--- src/rtl/core/mtsp_div_pipe.sv ---
// ----------------------------------------------------------------------------
// mtsp_div_pipe
// Pipelined restoring divider, one quotient bit per stage, with sideband.
// ----------------------------------------------------------------------------
module mtsp_div_pipe #(
  parameter int  NUM_W  = 30,
  parameter int  DEN_W  = 17,
  parameter int  QUO_W  = 15,
  parameter type SIDE_T = logic
) (
  input  logic             clk,
  input  logic             rst,
  input  logic             en,
  input  logic             in_valid,
  input  logic [NUM_W-1:0] in_num,
  input  logic [DEN_W-1:0] in_den,
  input  SIDE_T            in_side,
  output logic             out_valid,
  output logic [QUO_W-1:0] out_quo,
  output SIDE_T            out_side
);

  localparam int CW = NUM_W + DEN_W + QUO_W;

  logic             vld  [QUO_W];
  logic [QUO_W-1:0] quo  [QUO_W];
  SIDE_T            side [QUO_W];
  logic [NUM_W-1:0] rem  [QUO_W-1];
  logic [DEN_W-1:0] den  [QUO_W-1];

  for (genvar k = 0; k < QUO_W; k++) begin : g_stage
    localparam int B = QUO_W - 1 - k;

    logic             vld_in;
    logic [NUM_W-1:0] rem_in;
    logic [DEN_W-1:0] den_in;
    logic [QUO_W-1:0] quo_in;
    SIDE_T            side_in;
    logic [CW-1:0]    trial;
    logic [CW-1:0]    diff;
    logic             ge;

    if (k == 0) begin : g_head
      assign vld_in  = in_valid;
      assign rem_in  = in_num;
      assign den_in  = in_den;
      assign quo_in  = '0;
      assign side_in = in_side;
    end else begin : g_body
      assign vld_in  = vld[k-1];
      assign rem_in  = rem[k-1];
      assign den_in  = den[k-1];
      assign quo_in  = quo[k-1];
      assign side_in = side[k-1];
    end

    assign trial = CW'(den_in) << B;
    assign ge    = CW'(rem_in) >= trial;
    assign diff  = CW'(rem_in) - trial;

    always_ff @(posedge clk) begin
      if (rst) begin
        vld[k] <= 1'b0;
      end else if (en) begin
        vld[k] <= vld_in;
      end
    end

    always_ff @(posedge clk) begin
      if (en) begin
        quo[k]  <= ge ? (quo_in | (QUO_W'(1) << B)) : quo_in;
        side[k] <= side_in;
      end
    end

    if (k < QUO_W - 1) begin : g_carry
      always_ff @(posedge clk) begin
        if (en) begin
          rem[k] <= ge ? diff[NUM_W-1:0] : rem_in;
          den[k] <= den_in;
        end
      end
    end
  end

  assign out_valid = vld[QUO_W-1];
  assign out_quo   = quo[QUO_W-1];
  assign out_side  = side[QUO_W-1];

endmodule

--- config.mk ---
export PLATFORM = sky130hd
export DESIGN_NAME = mtsp_div_pipe
export DESIGN_NICKNAME = d
export VERILOG_FILES = /design/src/rtl/core/mtsp_div_pipe.sv
export SDC_FILE = /design/constraint.sdc
export NUM_CORES = 1
export LEC_CHECK = 0
export BUFFER_PORTS_ARGS = -buffer_cell sky130_fd_sc_hd__buf_2
export CAP_MARGIN = 20
export CORE_MARGIN = 2
export CORE_UTILIZATION = 45
export CTS_BUF_LIST = sky130_fd_sc_hd__clkbuf_8 sky130_fd_sc_hd__clkbuf_16
export DETAILED_ROUTE_END_ITERATION = 12
export PLACE_DENSITY = 0.73
export SYNTH_ARGS = -nofsm -noshare
export SYNTH_HDL_FRONTEND = slang
export SYNTH_SLANG_ARGS = --single-unit
--- constraint.sdc ---
create_clock -name clk -period 3.8 [get_ports clk]
set_clock_uncertainty 0.2 [all_clocks]
set_input_delay 0.76 -clock clk [delete_from_list [all_inputs] [get_ports clk]]
set_output_delay 0.76 -clock clk [all_outputs]
set_load 0.02 [all_outputs]
==> flow_summary.ini <==
[timing]
min_period_over_period = 0.968
post-route-min-period_ns = 3.68
rsz0062_at_grt = no
setup_ws_ns = 0.121
slew_violations = 0
finalSetupViolCount = 0
fmax_ghz = 0.272
hold_viol = 0
worst_pin_slew_ns = 0.772
relSlewSlack = 0.480

[clock_network]
clk_pin_slew_worst_paths_ns = 0.06
htree_levels = 3
clockBufferDepth = 3
cts.sinks = 808
root_buffer = clkbuf_16
cts_buffers = 88
clock_latency_ns = 0.64
cts_tree = done

[global_routing]
grt_util_met1 = 0.158
grt_pass1_vias = 26700
grt_most_used_layer = met2
gr-usage-met2 = 0.330
gr-total-overflow = 0
antenna_found_initial = 0
grt_util_all_layers = 0.165
grt_pass1_wl_um = 127000
gr-usage-met3 = 0.0230
grt_max_degree = 111

[routing]
post_drt_wl_per_cell_um = 15.8
ant_nets = 0
via_count = 26400
vias_per_cell = 5.33
drt-initial-drc-count = 1390
drt_wl_total_um = 78100
drc = 0
firstDrtPassIters = 7

[floorplan]
num_rows = 111
die_y_um = 308
initial_core_util = 0.454
die_area_um2 = 95100
core_um2 = 91800
pin_count = 69
die_width_um = 308

[synth]
ys_types = 87
synth-main-ff-cell = edfxtp_1
synth_top_cell_area_share = 0.582
synthCells = 3440
ys_seq_elements = 808
synth_async_sr_flop_share = 0
synth_largest_area_cell = edfxtp_1
synth_area_leaders = edfxtp_1, ha_1, inv_1
synth_most_common_cell = edfxtp_1
syn-num-nets = 3760
yosysSeqAreaShare = 0.582
synthesis.area_um2 = 41700
synth-edff-count = 808
synth_area_per_cell_um2 = 12.1
ys_warn_count = 0
synth_commonest_cells = edfxtp_1, inv_1, ha_1

[worst_setup_path]
required_ns = 3.99
worstSetupPathType = reg -> reg
r2r_start = rem[0][42]$_DFFE_PP_
startpoint_type = flop
crit_path_end_kind = flop
cp-startpoint = rem[0][42]$_DFFE_PP_
critPathArrivalTime_ns = 3.87
worst_r2r_path_depth = 12
crit_fanout = 29

[power]
p_total_w = 0.0329
ir_worst_vdd_v = 0.000381
powerDensity_nw_per_um2 = 696
p_leak_nw = 18.3

[placed_design]
place_worst_setup_slack_ns = -0.00842
place_congestion = 0.921
dp_hpwl_um = 58200
port_buffers = 68

[outcome]
status = finished clean

[min_path]
hold_depth = 1
hold_start = in_num[13]
hold_class = in -> reg

[cells_and_area]
layout-drive-gt1-share = 0.111
syn2layout_area_growth_pct = 13.3
nets = 3947
antennaDiodeCount = 0

[job]
cap_violations = 0
per-stage QoR:
step / TNS (ns) / utilization / cells / instance area (µm²) / hold slack, ns
CTS: 0 / 0.514 / 4944 / 47200 / 0.0411
global route: 0 / 0.515 / 4944 / 47200 / 0.0593
global placement: 0 / 0.482 / 4780 / 44200 / 0.201
finish: 0 / 0.515 / 4944 / 47200 / 0.0896
floorplan: 0 / - / 3440 / 41700 / 0.200
detailed placement: -0.0170 / 0.482 / 4780 / 44200 / 0.205
final timing paths:
kind | to | slack, ns
worst max-delay path | rem[0][81]$_DFFE_PP_ | 0.12
worst min-delay path | rem[0][13]$_DFFE_PP_ | 0.09
worst max register to register | rem[0][81]$_DFFE_PP_ | 0.12
worst min register to register | quo[0][89]$_DFFE_PP_ | 0.21
metal layers:
metal | part of all wire | wire length (µm)
met1 | 0.36 | 28300
met2 | 0.55 | 43200
met3 | 0.032 | 2470
met4 | 0.053 | 4160
met5 | 0 | 0
report_power, final:
group	internal (W)	total (W)	switching [W]
combinational	0.00487	0.0109	0.00604
clock	0.00520	0.00871	0.00351
sequential	0.0123	0.0133	0.00100
total	0.0223	0.0329	0.0106
kinds of logic after synthesis:
kind of cell               Yosys count  synth area share
and+or+nand+nor                    857             0.102
DFF                                808             0.582
AOI/OAI and AO/OA                  804             0.126
buffers and inverters              384            0.0355
adders and majority gates          268            0.0829
xor gates and xnor gates           238            0.0500
muxes                               81            0.0223
flip-flops by register name, indices dropped and copies added (netlist names):
register	count
rem	420
den	238
vld	15
quo	120
side	15
layout make-up:
class,count,area [µm²]
Fill cell,7730,44600
Sequential cell,808,24300
Multi-Input combinational cell,2248,16000
Clock buffer,88,2200
Tap cell,1243,1560
Inverter,324,1220
Timing Repair Buffer,157,1210
Clock inverter,76,793
what timing repair did:
item | in CTS | in global routing
endpoints found under the setup margin | 0 | 10
buffers inserted | 0 | 0
gates resized for setup | 0 | 4
hold buffers | 0 | 0
cells in the final DEF (no fill, tap or decap), types with 15 or more instances in the layout:
cell,synthesis,routed
nor2b_1,23,23
a21oi_1,206,206
nor4_1,31,31
xor2_1,100,100
a31oi_1,17,17
clkinv_2,0,18
nand4_1,29,29
o31a_1,21,21
nand3_1,57,57
nor2_1,204,204
and2_1,28,28
buf_2,5,67
o211ai_1,23,23
clkinv_1,0,19
inv_1,323,337
and3_1,25,25
mux2_2,62,62
or3_1,17,17
xnor2_1,138,138
nand2_1,249,249
nor3_1,66,65
buf_12,0,15
buf_4,3,74
a21o_1,88,88
clkbuf_16,0,88
nand2b_1,38,38
o21a_1,63,63
o21ai_0,193,193
a211oi_1,31,31
o31ai_1,37,37
or2_2,18,18
edfxtp_1,808,808
or4_1,15,15
o21bai_1,18,18
ha_1,254,254
worst max-delay path: stages (launching register included):
cell       delay (ns)
edfxtp_1         0.38
inv_1            0.07
ha_1             0.15
inv_1            0.07
fa_1             0.42
a21o_1           0.21
a2111oi_2        0.44
buf_4            0.20
o21ai_0          0.08
a31oi_1          0.44
o311ai_2         0.17
buf_4            0.26
mux2_2           0.30
Power figures use the tool's default switching activity.
